$ cat src/rtl/sqdbs_pkg.sv
// ----------------------------------------------------------------------------
// sqdbs_pkg: shared types and constants
// Field widths, token codes and status groups for the squared-difference
// horizontal box sum.
// ----------------------------------------------------------------------------
package sqdbs_pkg;

    localparam int SQDBS_SAMPLE_BITS = 16;
    localparam int SQDBS_MAX_RADIUS  = 8;
    localparam int SQDBS_MAX_OFFSET  = 8;

    localparam int FIELD_BITS    = 16;
    localparam int S_TDATA_BITS  = 32;
    localparam int SUM_BITS      = 38;
    localparam int M_TDATA_BITS  = 40;
    localparam int OFFCFG_BITS   = 5;
    localparam int RADCFG_BITS   = 4;
    localparam int APB_ADDR_BITS = 3;
    localparam int APB_DATA_BITS = 32;
    localparam int FILL_BITS     = 6;

    localparam int FIFO_DEPTH = 8;
    localparam int FPTR_BITS  = $clog2(FIFO_DEPTH);
    localparam int FCNT_BITS  = $clog2(FIFO_DEPTH + 1);

    typedef logic [1:0] kind_t;
    localparam kind_t KIND_NONE = 2'd0;
    localparam kind_t KIND_DIST = 2'd1;
    localparam kind_t KIND_DUP  = 2'd2;

    typedef struct packed {
        logic  valid;
        kind_t kind;
        logic  last;
    } tok_t;

    typedef struct packed {
        logic valid;
        logic last;
        logic drop;
    } box_stat_t;

endpackage

$ cat src/rtl/sqdbs_cell.sv
// ----------------------------------------------------------------------------
// sqdbs_cell: one tap of a shift chain
// Takes its neighbor's value on a shift, or a common value on a broadcast.
// ----------------------------------------------------------------------------
module sqdbs_cell #(
    parameter int WIDTH = 16
) (
    input  logic             clk,
    input  logic             en,
    input  logic             load,
    input  logic [WIDTH-1:0] prev,
    input  logic [WIDTH-1:0] bcast,
    output logic [WIDTH-1:0] q
);

    logic [WIDTH-1:0] q_reg;

    always_ff @(posedge clk)
    begin
        if (en)
        begin
            q_reg <= load ? bcast : prev;
        end
    end

    assign q = q_reg;

endmodule

$ cat src/rtl/sqdbs_sq3.sv
// ----------------------------------------------------------------------------
// sqdbs_sq3: tripled squared difference pipeline
// Four stages: operand register, absolute difference, square, times three.
// ----------------------------------------------------------------------------
module sqdbs_sq3 import sqdbs_pkg::*; #(
    parameter int SAMPLE_BITS = SQDBS_SAMPLE_BITS,
    parameter int RAD_BITS    = 4
) (
    input  logic                       clk,
    input  logic                       rst_n,
    input  tok_t                       in_tok,
    input  logic [RAD_BITS-1:0]        in_rad,
    input  logic [SAMPLE_BITS-1:0]     in_c,
    input  logic [SAMPLE_BITS-1:0]     in_n,
    output tok_t                       out_tok,
    output logic [RAD_BITS-1:0]        out_rad,
    output logic [2*SAMPLE_BITS+1:0]   out_d
);

    localparam int DIST_BITS = 2 * SAMPLE_BITS + 2;

    tok_t                     tok_reg [4];
    logic [RAD_BITS-1:0]      rad_reg [4];
    logic [SAMPLE_BITS-1:0]   c_reg;
    logic [SAMPLE_BITS-1:0]   n_reg;
    logic [SAMPLE_BITS-1:0]   diff_reg;
    logic [2*SAMPLE_BITS-1:0] sq_reg;
    logic [DIST_BITS-1:0]     d_reg;

    always_ff @(posedge clk or negedge rst_n)
    begin
        if (!rst_n)
        begin
            for (int i = 0; i < 4; i++)
            begin
                tok_reg[i] <= '0;
            end
        end
        else
        begin
            tok_reg[0] <= in_tok;
            for (int i = 1; i < 4; i++)
            begin
                tok_reg[i] <= tok_reg[i-1];
            end
        end
    end

    always_ff @(posedge clk)
    begin
        rad_reg[0] <= in_rad;
        for (int i = 1; i < 4; i++)
        begin
            rad_reg[i] <= rad_reg[i-1];
        end
        c_reg    <= in_c;
        n_reg    <= in_n;
        diff_reg <= (c_reg > n_reg) ? (c_reg - n_reg) : (n_reg - c_reg);
        sq_reg   <= diff_reg * diff_reg;
        d_reg    <= {1'b0, sq_reg, 1'b0} + {2'b00, sq_reg};
    end

    assign out_tok = tok_reg[3];
    assign out_rad = rad_reg[3];
    assign out_d   = d_reg;

endmodule

$ cat src/rtl/sqdbs_box.sv
// ----------------------------------------------------------------------------
// sqdbs_box: running box sum over a chain of distance cells
// Broadcast the first distance of a row into every cell, then shift one
// value per step and keep the window total as a running sum.
// ----------------------------------------------------------------------------
module sqdbs_box import sqdbs_pkg::*; #(
    parameter int MAX_RADIUS = SQDBS_MAX_RADIUS,
    parameter int RAD_BITS   = 4,
    parameter int DIST_BITS  = 34
) (
    input  logic                 clk,
    input  logic                 rst_n,
    input  tok_t                 in_tok,
    input  logic [RAD_BITS-1:0]  in_rad,
    input  logic [DIST_BITS-1:0] in_d,
    output box_stat_t            stat,
    output logic [SUM_BITS-1:0]  res_sum
);

    localparam int DWIN      = 2 * MAX_RADIUS + 1;
    localparam int WIDX_BITS = $clog2(DWIN);
    localparam int CNT_BITS  = $clog2(MAX_RADIUS + 2);

    logic [DIST_BITS-1:0]       cell_q    [DWIN];
    logic [DIST_BITS-1:0]       cell_prev [DWIN];
    logic [CNT_BITS-1:0]        s_reg;
    logic [CNT_BITS-1:0]        s_next;
    logic [CNT_BITS-1:0]        s_inc;
    logic [SUM_BITS-1:0]        sum_reg;
    logic [SUM_BITS-1:0]        sum_next;
    logic [SUM_BITS-1:0]        prod_sum;
    logic [RAD_BITS:0]          span;
    logic [DIST_BITS+RAD_BITS:0] prod;
    logic [DIST_BITS-1:0]       v;
    logic [DIST_BITS-1:0]       tail;
    logic                       step;
    logic                       first;
    logic                       emit;

    always_comb
    begin
        step     = in_tok.valid && (in_tok.kind != KIND_NONE);
        first    = step && (in_tok.kind == KIND_DIST) && (s_reg == '0);
        v        = (in_tok.kind == KIND_DUP) ? cell_q[0] : in_d;
        tail     = cell_q[WIDX_BITS'({in_rad, 1'b0})];
        span     = {in_rad, 1'b0} + 1'b1;
        prod     = in_d * span;
        prod_sum = SUM_BITS'(prod);
        sum_next = first ? prod_sum : (sum_reg + SUM_BITS'(v) - SUM_BITS'(tail));
        s_inc    = (&s_reg) ? s_reg : (s_reg + 1'b1);
        emit     = step && (s_inc > CNT_BITS'(in_rad));
        s_next   = s_reg;
        if (step)
        begin
            s_next = in_tok.last ? '0 : s_inc;
        end
    end

    always_ff @(posedge clk or negedge rst_n)
    begin
        if (!rst_n)
        begin
            s_reg <= '0;
        end
        else
        begin
            s_reg <= s_next;
        end
    end

    always_ff @(posedge clk)
    begin
        if (step)
        begin
            sum_reg <= sum_next;
        end
    end

    for (genvar i = 0; i < DWIN; i++)
    begin : g_cell
        if (i == 0)
        begin : g_head
            assign cell_prev[i] = v;
        end
        else
        begin : g_body
            assign cell_prev[i] = cell_q[i-1];
        end
        sqdbs_cell #(
            .WIDTH (DIST_BITS)
        ) u_cell (
            .clk   (clk),
            .en    (step),
            .load  (first),
            .prev  (cell_prev[i]),
            .bcast (in_d),
            .q     (cell_q[i])
        );
    end

    assign stat.valid = emit;
    assign stat.last  = in_tok.last;
    assign stat.drop  = in_tok.valid && !emit;
    assign res_sum    = sum_next;

endmodule

$ cat src/rtl/sq_diff_horizontal_box_sum_top.sv
// ----------------------------------------------------------------------------
// sq_diff_horizontal_box_sum_top: patch distance box sum for one image row
// Tripled squared difference of center and shifted neighbor samples, summed
// over a horizontal window with edge replication.
// ----------------------------------------------------------------------------
// One column is taken per cycle while the row streams in. After the item
// marked with tlast the block spends min(lag, row width) + radius further
// steps (lag is the positive part of offset_x, at most MAX_OFFSET + MAX_RADIUS
// steps) issuing the right-edge distances and window shifts, one per cycle
// through the single square unit and the distance cell chain while the output
// keeps up; s_axis_tready is low meanwhile, and also whenever eight requests
// are outstanding. A result passes through the square pipeline and the box
// sum and then waits in an eight-entry output queue. Offset and radius are
// sampled at the first column of each row.
module sq_diff_horizontal_box_sum_top import sqdbs_pkg::*; #(
    parameter int SAMPLE_BITS = SQDBS_SAMPLE_BITS,
    parameter int MAX_RADIUS  = SQDBS_MAX_RADIUS,
    parameter int MAX_OFFSET  = SQDBS_MAX_OFFSET
) (
    input  logic                     clk,
    input  logic                     rst_n,
    // s_axis_tdata: [15:0] center_sample, [31:16] neighbor_sample
    input  logic                     s_axis_tvalid,
    output logic                     s_axis_tready,
    input  logic [S_TDATA_BITS-1:0]  s_axis_tdata,
    input  logic                     s_axis_tlast,
    // m_axis_tdata: [37:0] distance_sum, [39:38] zero
    output logic                     m_axis_tvalid,
    input  logic                     m_axis_tready,
    output logic [M_TDATA_BITS-1:0]  m_axis_tdata,
    output logic                     m_axis_tlast,
    input  logic                     psel,
    input  logic                     penable,
    input  logic                     pwrite,
    input  logic [APB_ADDR_BITS-1:0] paddr,
    input  logic [APB_DATA_BITS-1:0] pwdata,
    output logic [APB_DATA_BITS-1:0] prdata,
    output logic                     pready
);

    localparam int LAG_BITS  = $clog2(MAX_OFFSET + 1);
    localparam int RAD_BITS  = $clog2(MAX_RADIUS + 1);
    localparam int CIDX_BITS = (MAX_OFFSET > 1) ? $clog2(MAX_OFFSET) : 1;
    localparam int DIST_BITS = 2 * SAMPLE_BITS + 2;
    localparam logic [FILL_BITS-1:0] FILL_CAP = '1;
    localparam logic REG_OFFSET_X   = 1'b0;
    localparam logic REG_BOX_RADIUS = 1'b1;

    logic [OFFCFG_BITS-1:0] cfg_off_reg;
    logic [RADCFG_BITS-1:0] cfg_rad_reg;
    logic                   cfg_wr;

    logic [FILL_BITS-1:0]   fill_reg, fill_next, fill_inc;
    logic [LAG_BITS-1:0]    row_mag_reg, row_mag_next;
    logic                   row_neg_reg, row_neg_next;
    logic [RAD_BITS-1:0]    row_rad_reg, row_rad_next;
    logic                   flush_reg, flush_next;
    logic [LAG_BITS-1:0]    fcnt_reg, fcnt_next;
    logic [RAD_BITS-1:0]    dcnt_reg, dcnt_next;
    logic [FCNT_BITS-1:0]   pend_reg, pend_next;

    logic [OFFCFG_BITS-1:0] mag_raw;
    logic [LAG_BITS-1:0]    mag_eff, cur_mag, cur_lag, b_sel, pend_d;
    logic [RAD_BITS-1:0]    rad_eff, cur_rad;
    logic                   cur_neg, first, has_d;
    logic                   credit, acc, fstep, issue, pop;

    logic [SAMPLE_BITS-1:0] in_c, in_n, op_c, op_n;
    logic [SAMPLE_BITS-1:0] cchain_q [MAX_OFFSET];
    logic [SAMPLE_BITS-1:0] nchain_q [MAX_OFFSET];
    logic [SAMPLE_BITS-1:0] cprev    [MAX_OFFSET];
    logic [SAMPLE_BITS-1:0] nprev    [MAX_OFFSET];
    logic                   c_use_in, n_use_in;
    logic [CIDX_BITS-1:0]   c_idx, n_idx;
    tok_t                   tok;

    tok_t                   d_tok;
    logic [RAD_BITS-1:0]    d_rad;
    logic [DIST_BITS-1:0]   d_val;
    box_stat_t              stat;
    logic [SUM_BITS-1:0]    res_sum;

    logic [SUM_BITS:0]      fifo_reg [FIFO_DEPTH];
    logic [FPTR_BITS-1:0]   wptr_reg, rptr_reg;
    logic [FCNT_BITS-1:0]   fcount_reg, fcount_next;
    logic [SUM_BITS:0]      head;

    // configuration port
    assign pready = 1'b1;
    assign cfg_wr = psel && penable && pwrite && pready;

    always_ff @(posedge clk or negedge rst_n)
    begin
        if (!rst_n)
        begin
            cfg_off_reg <= '0;
            cfg_rad_reg <= RADCFG_BITS'(1);
        end
        else if (cfg_wr)
        begin
            unique case (paddr[2])
                REG_OFFSET_X:   cfg_off_reg <= pwdata[OFFCFG_BITS-1:0];
                REG_BOX_RADIUS: cfg_rad_reg <= pwdata[RADCFG_BITS-1:0];
                default:        ;
            endcase
        end
    end

    always_comb
    begin
        unique case (paddr[2])
            REG_OFFSET_X:   prdata = {{(APB_DATA_BITS-OFFCFG_BITS){1'b0}}, cfg_off_reg};
            REG_BOX_RADIUS: prdata = {{(APB_DATA_BITS-RADCFG_BITS){1'b0}}, cfg_rad_reg};
            default:        prdata = '0;
        endcase
    end

    // clamp the configured offset and radius
    assign mag_raw = cfg_off_reg[OFFCFG_BITS-1] ? (~cfg_off_reg + 1'b1) : cfg_off_reg;
    assign mag_eff = ({1'b0, mag_raw} > (OFFCFG_BITS+1)'(MAX_OFFSET)) ?
                     LAG_BITS'(MAX_OFFSET) : LAG_BITS'(mag_raw);
    assign rad_eff = ({1'b0, cfg_rad_reg} > (RADCFG_BITS+1)'(MAX_RADIUS)) ?
                     RAD_BITS'(MAX_RADIUS) : RAD_BITS'(cfg_rad_reg);

    assign in_c = s_axis_tdata[SAMPLE_BITS-1:0];
    assign in_n = s_axis_tdata[FIELD_BITS +: SAMPLE_BITS];

    assign credit        = pend_reg < FCNT_BITS'(FIFO_DEPTH);
    assign s_axis_tready = !flush_reg && credit;
    assign acc           = s_axis_tvalid && s_axis_tready;
    assign fstep         = flush_reg && credit;
    assign issue         = acc || fstep;

    // issue sequencer: one column or one flush step per cycle while fewer than eight requests are outstanding
    always_comb
    begin
        first    = (fill_reg == '0);
        cur_mag  = first ? mag_eff : row_mag_reg;
        cur_neg  = first ? cfg_off_reg[OFFCFG_BITS-1] : row_neg_reg;
        cur_rad  = first ? rad_eff : row_rad_reg;
        cur_lag  = cur_neg ? '0 : cur_mag;
        fill_inc = (fill_reg == FILL_CAP) ? fill_reg : (fill_reg + 1'b1);
        has_d    = cur_neg || (fill_reg >= FILL_BITS'(cur_lag));
        b_sel    = (FILL_BITS'(cur_mag) > fill_reg) ? LAG_BITS'(fill_reg) : cur_mag;
        pend_d   = (FILL_BITS'(cur_lag) < fill_inc) ? cur_lag : LAG_BITS'(fill_inc);

        fill_next    = fill_reg;
        row_mag_next = row_mag_reg;
        row_neg_next = row_neg_reg;
        row_rad_next = row_rad_reg;
        flush_next   = flush_reg;
        fcnt_next    = fcnt_reg;
        dcnt_next    = dcnt_reg;
        tok          = '0;
        c_use_in     = 1'b1;
        n_use_in     = 1'b1;
        c_idx        = '0;
        n_idx        = '0;

        if (acc)
        begin
            tok.valid = 1'b1;
            tok.kind  = has_d ? KIND_DIST : KIND_NONE;
            tok.last  = s_axis_tlast && (pend_d == '0) && (cur_rad == '0);
            if (cur_neg)
            begin
                if (b_sel != '0)
                begin
                    n_use_in = 1'b0;
                    n_idx    = CIDX_BITS'(b_sel - 1'b1);
                end
            end
            else if (cur_lag != '0)
            begin
                c_use_in = 1'b0;
                c_idx    = CIDX_BITS'(cur_lag - 1'b1);
            end
            if (first)
            begin
                row_mag_next = cur_mag;
                row_neg_next = cur_neg;
                row_rad_next = cur_rad;
            end
            if (s_axis_tlast)
            begin
                fill_next  = '0;
                flush_next = (pend_d != '0) || (cur_rad != '0);
                fcnt_next  = pend_d;
                dcnt_next  = cur_rad;
            end
            else
            begin
                fill_next = fill_inc;
            end
        end
        else if (fstep)
        begin
            tok.valid = 1'b1;
            if (fcnt_reg != '0)
            begin
                tok.kind  = KIND_DIST;
                tok.last  = (fcnt_reg == LAG_BITS'(1)) && (dcnt_reg == '0);
                c_use_in  = 1'b0;
                n_use_in  = 1'b0;
                c_idx     = CIDX_BITS'(fcnt_reg - 1'b1);
                fcnt_next = fcnt_reg - 1'b1;
            end
            else
            begin
                tok.kind  = KIND_DUP;
                tok.last  = (dcnt_reg == RAD_BITS'(1));
                dcnt_next = dcnt_reg - 1'b1;
            end
            if (tok.last)
            begin
                flush_next = 1'b0;
            end
        end
    end

    assign op_c = c_use_in ? in_c : cchain_q[c_idx];
    assign op_n = n_use_in ? in_n : nchain_q[n_idx];

    always_ff @(posedge clk or negedge rst_n)
    begin
        if (!rst_n)
        begin
            fill_reg    <= '0;
            row_mag_reg <= '0;
            row_neg_reg <= 1'b0;
            row_rad_reg <= '0;
            flush_reg   <= 1'b0;
            fcnt_reg    <= '0;
            dcnt_reg    <= '0;
            pend_reg    <= '0;
        end
        else
        begin
            fill_reg    <= fill_next;
            row_mag_reg <= row_mag_next;
            row_neg_reg <= row_neg_next;
            row_rad_reg <= row_rad_next;
            flush_reg   <= flush_next;
            fcnt_reg    <= fcnt_next;
            dcnt_reg    <= dcnt_next;
            pend_reg    <= pend_next;
        end
    end

    assign pend_next = pend_reg + FCNT_BITS'(issue) - FCNT_BITS'(pop)
                       - FCNT_BITS'(stat.drop);

    // sample delay chains
    for (genvar i = 0; i < MAX_OFFSET; i++)
    begin : g_tap
        if (i == 0)
        begin : g_head
            assign cprev[i] = in_c;
            assign nprev[i] = in_n;
        end
        else
        begin : g_body
            assign cprev[i] = cchain_q[i-1];
            assign nprev[i] = nchain_q[i-1];
        end
        sqdbs_cell #(
            .WIDTH (SAMPLE_BITS)
        ) u_center (
            .clk   (clk),
            .en    (acc),
            .load  (1'b0),
            .prev  (cprev[i]),
            .bcast ('0),
            .q     (cchain_q[i])
        );
        sqdbs_cell #(
            .WIDTH (SAMPLE_BITS)
        ) u_neighbor (
            .clk   (clk),
            .en    (acc),
            .load  (1'b0),
            .prev  (nprev[i]),
            .bcast ('0),
            .q     (nchain_q[i])
        );
    end

    sqdbs_sq3 #(
        .SAMPLE_BITS (SAMPLE_BITS),
        .RAD_BITS    (RAD_BITS)
    ) u_sq3 (
        .clk     (clk),
        .rst_n   (rst_n),
        .in_tok  (tok),
        .in_rad  (fstep ? row_rad_reg : cur_rad),
        .in_c    (op_c),
        .in_n    (op_n),
        .out_tok (d_tok),
        .out_rad (d_rad),
        .out_d   (d_val)
    );

    sqdbs_box #(
        .MAX_RADIUS (MAX_RADIUS),
        .RAD_BITS   (RAD_BITS),
        .DIST_BITS  (DIST_BITS)
    ) u_box (
        .clk     (clk),
        .rst_n   (rst_n),
        .in_tok  (d_tok),
        .in_rad  (d_rad),
        .in_d    (d_val),
        .stat    (stat),
        .res_sum (res_sum)
    );

    // output queue
    assign pop  = m_axis_tvalid && m_axis_tready;
    assign head = fifo_reg[rptr_reg];
    assign fcount_next = fcount_reg + FCNT_BITS'(stat.valid) - FCNT_BITS'(pop);

    always_ff @(posedge clk)
    begin
        if (stat.valid)
        begin
            fifo_reg[wptr_reg] <= {stat.last, res_sum};
        end
    end

    always_ff @(posedge clk or negedge rst_n)
    begin
        if (!rst_n)
        begin
            wptr_reg   <= '0;
            rptr_reg   <= '0;
            fcount_reg <= '0;
        end
        else
        begin
            if (stat.valid)
            begin
                wptr_reg <= wptr_reg + 1'b1;
            end
            if (pop)
            begin
                rptr_reg <= rptr_reg + 1'b1;
            end
            fcount_reg <= fcount_next;
        end
    end

    assign m_axis_tvalid = (fcount_reg != '0);
    assign m_axis_tdata  = {{(M_TDATA_BITS-SUM_BITS){1'b0}}, head[SUM_BITS-1:0]};
    assign m_axis_tlast  = head[SUM_BITS];

    a_queue_room: assert property (@(posedge clk) disable iff (!rst_n)
        stat.valid |-> (fcount_reg != FCNT_BITS'(FIFO_DEPTH)))
        else $error("result written into a full output queue");

    a_credit_cover: assert property (@(posedge clk) disable iff (!rst_n)
        pend_reg >= fcount_reg)
        else $error("outstanding request count below queue fill");

    a_flush_start: assert property (@(posedge clk) disable iff (!rst_n)
        (acc && s_axis_tlast && (cur_rad != '0)) |=> flush_reg)
        else $error("row end with nonzero radius did not start a flush");

endmodule

$ cat config.mk
export PLATFORM = sky130hd
export DESIGN_NAME = sq_diff_horizontal_box_sum_top
export DESIGN_NICKNAME = d
export VERILOG_FILES = /design/src/rtl/sqdbs_pkg.sv /design/src/rtl/sqdbs_cell.sv /design/src/rtl/sqdbs_sq3.sv /design/src/rtl/sqdbs_box.sv /design/src/rtl/sq_diff_horizontal_box_sum_top.sv
export SDC_FILE = /design/constraint.sdc
export NUM_CORES = 2
export LEC_CHECK = 0
export BUFFER_PORTS_ARGS = -buffer_cell sky130_fd_sc_hd__buf_2
export CAP_MARGIN = 5
export CORE_UTILIZATION = 55
export DETAILED_ROUTE_END_ITERATION = 12
export GPL_ROUTABILITY_DRIVEN = 0
export PLACE_DENSITY_LB_ADDON = 0.1
export SLEW_MARGIN = 0
export SYNTH_ARGS = -nofsm -noshare
export SYNTH_HDL_FRONTEND = slang
export SYNTH_HIERARCHICAL = 1
export SYNTH_SLANG_ARGS = --single-unit
$ cat constraint.sdc
create_clock -name clk -period 17.6 [get_ports clk]
set_input_delay 1.76 -clock clk [delete_from_list [all_inputs] [get_ports clk]]
set_output_delay 1.76 -clock clk [all_outputs]
set_load 0.02 [all_outputs]
* Word level (Yosys, flattened, before mapping)
Memory sizes are Yosys's and may differ from the RTL's. Index checks and enable logic that the tools add are counted. Widths: inputs -> output; s select.
Storage, ports and cells: ROM bits 0, memory bits (writable) 328, logic and storage cells 235, latch bits 0, flip-flop bits (word level) 1053, input bits 75, output and inout port bits 76, memories kept 2
Memory list:
- fifo_reg | words 8, bits a word 39, rd ports 1, clocked after Yosys merged registers in 0, wr ports 1, line sq_diff_horizontal_box_sum_top.sv:83 | logic [SUM_BITS:0] fifo_reg [FIFO_DEPTH];
- u_sq3.rad_reg | words 4, bits a word 4, rd ports 4, clocked after Yosys merged registers in 0, wr ports 4, line sqdbs_sq3.sv:23 | logic [RAD_BITS-1:0] rad_reg [4];
Cells by class: muxes and demuxes 82, shift-type cells 0, magnitude comparators 11, div/mod/pow operators 0, equal/unequal tests 7, reductions and logical operators 41, bitwise operators 5, $add $sub $neg 20, multipliers 2
Operators by type and width (count):
- $mux 34 | 20
- $bmux 34 s5 | 1
- $mux 16 | 7
- $bmux 16 s3 | 2
- $mux 4 | 20
- $pmux 32 s2 | 1
- $add 38x34->38 | 1
- $mul 34x5->38 | 1
- $mux 38 | 1
- $sub 38x34->38 | 1
- $add 33x32->34 | 1
- $mux 3 | 11
- $mul 16x16->32 | 1
- $sub 16x16->16 | 2
- $reduce_bool 4->1 | 6
- $gt 16x16->1 | 1
- $logic_not 4->1 | 4
- $mux 1 | 16
- $logic_and 1x1->1 | 14
- $mux 6 | 2
- $sub 4x1->4 | 3
- $add 5x1->5 const B | 2
- $reduce_and 3->1 | 3
- $add 4x1->4 | 2
- other kinds (30) | 45

* Logic depth before layout (Yosys ltp)
depth after elaboration 17, mapped depth 27, gate-level depth less buffers 23

* By module
The synthesis kept the hierarchy.
Modules (own cells, without submodules):
- sqdbs_cell (u_box.g_cell[0].u_cell ...) | times used 17, area an instance 1587.8 um2, seq. area each 1021.0 um2, cells an instance 72
- sq_diff_horizontal_box_sum_top | times used 1, area an instance 17875.9 um2, seq. area each 10546.4 um2, cells an instance 1177
- sqdbs_sq3 | times used 1, area an instance 13126.3 um2, seq. area each 2962.8 um2, cells an instance 1381
- sqdbs_box | times used 1, area an instance 13078.8 um2, seq. area each 1241.2 um2, cells an instance 1545
- sqdbs_cell (g_tap[0].u_center ...) | times used 16, area an instance 729.4 um2, seq. area each 480.5 um2, cells an instance 34

* Worst setup path after synthesis
OpenSTA, ideal clock, no wires.
path type register to register, start point reg u_sq3.tok_reg, in the netlist u_sq3/out_tok[1], end point mem fifo_reg[0][0] in the netlist's numbering (enable), arrival time 16.009 ns, clock period less this slack 16.493 ns, path slack 1.107 ns, required time 17.116 ns, buffers on the path 2, setup time 0.484 ns, cell stages (with the launch flop) 9, cells stage by stage dfrtp_1 buf_4 o21ai_0 inv_1 nand2_1 a21oi_1 buf_4 nand2b_1 nor3_1
Between the ends: word-level cells in the longest chain between the ends 5
RTL lines:
- from (decl) | line sqdbs_sq3.sv:22 | tok_t tok_reg [4];
- from (signal, indexed assignment) | line sqdbs_sq3.sv:44 | tok_reg[i] <= tok_reg[i-1];
- $reduce_bool 2->1 | line sqdbs_box.sv:42 | step = in_tok.valid && (in_tok.kind != KIND_NONE);
- $logic_and 1x1->1 | line sqdbs_box.sv:42
- via u_box.step | line sqdbs_box.sv:36 | logic step;
- $logic_and 1x1->1 | line sqdbs_box.sv:51 | emit = step && (s_inc > CNT_BITS'(in_rad));
- via u_box.emit | line sqdbs_box.sv:38 | logic emit;
- $mux 1 | line sq_diff_horizontal_box_sum_top.sv:324 | if (stat.valid)
- $mux 1 (implied by the code) | line sq_diff_horizontal_box_sum_top.sv:326 | fifo_reg[wptr_reg] <= {stat.last, res_sum};
- to (decl) | line sq_diff_horizontal_box_sum_top.sv:83
The timed path passes the listed nets, and every way through them passes these cells.

==> run metrics <==
flip-flop and latch count after synthesis 1,379; Ports 151; flop2flop setup slack 10,440 ps; Routed WL per cell 20.1 um; drt total wl 167,000 um; Worst Clk Skew 51.8 ps; fin cells 8,314; CTS Hold Bufs 0; mux contribution to synthesized area 21.6%; synthesized area 82,700 um^2; initial antenna violation count 3; CORE AREA 149,000 um^2; Post-CTS Setup Inserts 0; Worst setup EP type register; Synth Area in Adders 11.5%; DRC errors left 0; CTS tree built; Critical Path RT 18,000 ps; vias in the first global route 47,700; synth top area cells edfxtp_1, mux2_4, fa_1, mux4_2, ha_1; die height 390 um; cell area after placement 84,800 um^2; met3 Resource Use GR 2.89%; H-tree Lvls 4; Num Clock Sinks 1,379; register area share after synthesis 48.1%; most frequent cell after synthesis edfxtp_1; setup TNS 0 ps; DR pass1 iterations 5; Die Wd 390 um; final instance area 89,800 um^2; Synth cell types 112; largest family of logic cells by synthesized area multiplexers; Final Util 60.4%; Crit Path Max Fanout 38; f_max 140 MHz; CTS Buf Count 148; Vias/cell 5.51; clk_lat worst skew 770 ps; busiest grt layer met2; PortBufs 91; grt ovf 0; starting DRC count in detailed routing 2,942; layout cells sized above 1 24.3%; Post-synth EDFFs 1,184; post-CTS sizing 0; Worst-path clk slew 60 ps; largest net degree at the start of global routing 180; Worst Hold Path EP u_sq3/rad_reg[3][1]; Worst Hold Path Cells 0; final slew viol count 0; Syn Inst Count 5,871; worst hold start u_sq3/rad_reg[2][1]; critical path arrival 7560 ps; DRT antenna net count 0; YS warnings 6; Compound-Gate Fraction of Synth Area 5.83%; R2R cell count 16; Total GRT Usage 22.3%; Rel. slew slack 14.9%; synth cell count leaders edfxtp_1, mux2_4, inv_1; WS Path Type register to register; area leader, netlist edfxtp_1; ant diodes 0; Async SR Flop Fraction 4.86%; CTS Buffer Depth 3; mean area per synthesized cell 14.1 um^2; Post-Synth Simple-Gate Area 5.06%; Synth Area in XOR/XNOR 1.69%; Area growth syn-to-layout 8.52%; Placed Cells 8,041; max FFs per register 578; Die ar. 152,000 um^2; Max Cap Violations 0; Critical path origin u_sq3/rad_reg[3][0]; Final Hold Violating Endpoints 0; global-route wire length before repair 268,000 um; Final period util 40.7%; Global Route met1 Usage 31.1%; Worst setup SP type register; status finished clean; worst r2r src u_sq3/rad_reg[3][0]; Final nets 6,845; row cnt 141; GR Layer Usage met2 37.4%; worst hold path type register to register; Clock Root Buffer clkbuf_16; final period demand of the worst path 7160 ps; predominant post-synthesis flop cell edfxtp_1; Worst Max-Slew Pin Slew 1260 ps; DPL Wire Length 109,000 um; DR vias 45,800; top-area cell type share of the netlist area 43.0%; Reg2Reg Capture Point fifo_reg[6][20]; setup violators final 0; Initial Util 55.7%; RSZ-0062 raised after global routing false
## cell usage in the layout, fill, tap and decap left out, types with 20 or more instances in the layout
cell and instances:
o21ai_0 145, inv_1 642, xor2_1 59, a31oi_1 22, conb_1 303, buf_4 73
and2_1 87, buf_2 90, a21oi_1 161, clkbuf_16 148, o21a_1 27, dfrtp_1 63
mux2_2 221, mux4_2 162, xnor2_1 101, mux2_4 671, nor2b_1 26, dfxtp_1 125
and3_1 30, clkbuf_1 43, ha_1 284, mux2i_1 164, a21o_1 81, nand2b_1 30
nand4_1 31, nand2_1 316, edfxtp_1 1184, a221o_1 20, nand3_1 30, fa_1 297
nor2_1 242, clkinv_2 22
## logic make-up (layout without fill, tap and decap cells)
kind of cell / Yosys count / count (layout)
AOI/OAI and AO/OA: 700 / 700
and+or+nand+nor: 882 / 882
DFF: 1379 / 1379
buffers and inverters: 948 / 1089
other: 3 / 303
xor gates and xnor gates: 160 / 160
muxes: 1218 / 1218
adders and majority gates: 581 / 581
## final cells by class
| cell class | instances | area [um^2] |
|---|---|---|
| Sequential cell | 1379 | 39800 |
| Tap cell | 2002 | 2500 |
| Inverter | 650 | 2460 |
| Multi-Input combinational cell | 3844 | 39000 |
| Clock inverter | 72 | 961 |
| Timing Repair Buffer | 166 | 1060 |
| Clock buffer | 201 | 4000 |
| Fill cell | 11800 | 58800 |
## worst max-delay path, stage by stage, from the launching register on
cell     delay [ps]
dfxtp_4         810
buf_4           630
buf_4           700
mux4_2          580
mux2i_1         140
o21ai_0         300
fa_1            600
inv_1            50
ha_1            380
o21ai_0         150
o21ai_0         570
nand2_1         110
and2_4          190
o21ai_0         270
a21oi_1         130
xor2_1          150
o21ai_0         920
## stage by stage
stage	setup WS, ps	hold slack [ps]
after global placement	10540	312
after global routing	9810	333
after detailed placement	10400	312
after floorplan	1110	310
final	10440	324
after CTS	10380	326
## worst max-delay path by stage
stage                            endpoint  slack, ps  cells past startpoint
after CTS                 fifo_reg[7][20]      10380                     16
after floorplan            fifo_reg[0][0]       1110                      8
after detailed placement  fifo_reg[0][20]      10400                     16
after global placement    fifo_reg[0][32]      10540                     17
after global routing      fifo_reg[7][20]       9810                     16
final                     fifo_reg[6][20]      10440                     16
## routing by layer
layer  vias up  part of all wire (%)
li1      21500                     -
met1     23300                    45
met2       835                    49
met3       207                   3.7
met4         0                   1.8
met5         -                     0
Power is not shown: default switching activity piles up to over one toggle a cycle in this logic, so the estimate is an artifact.
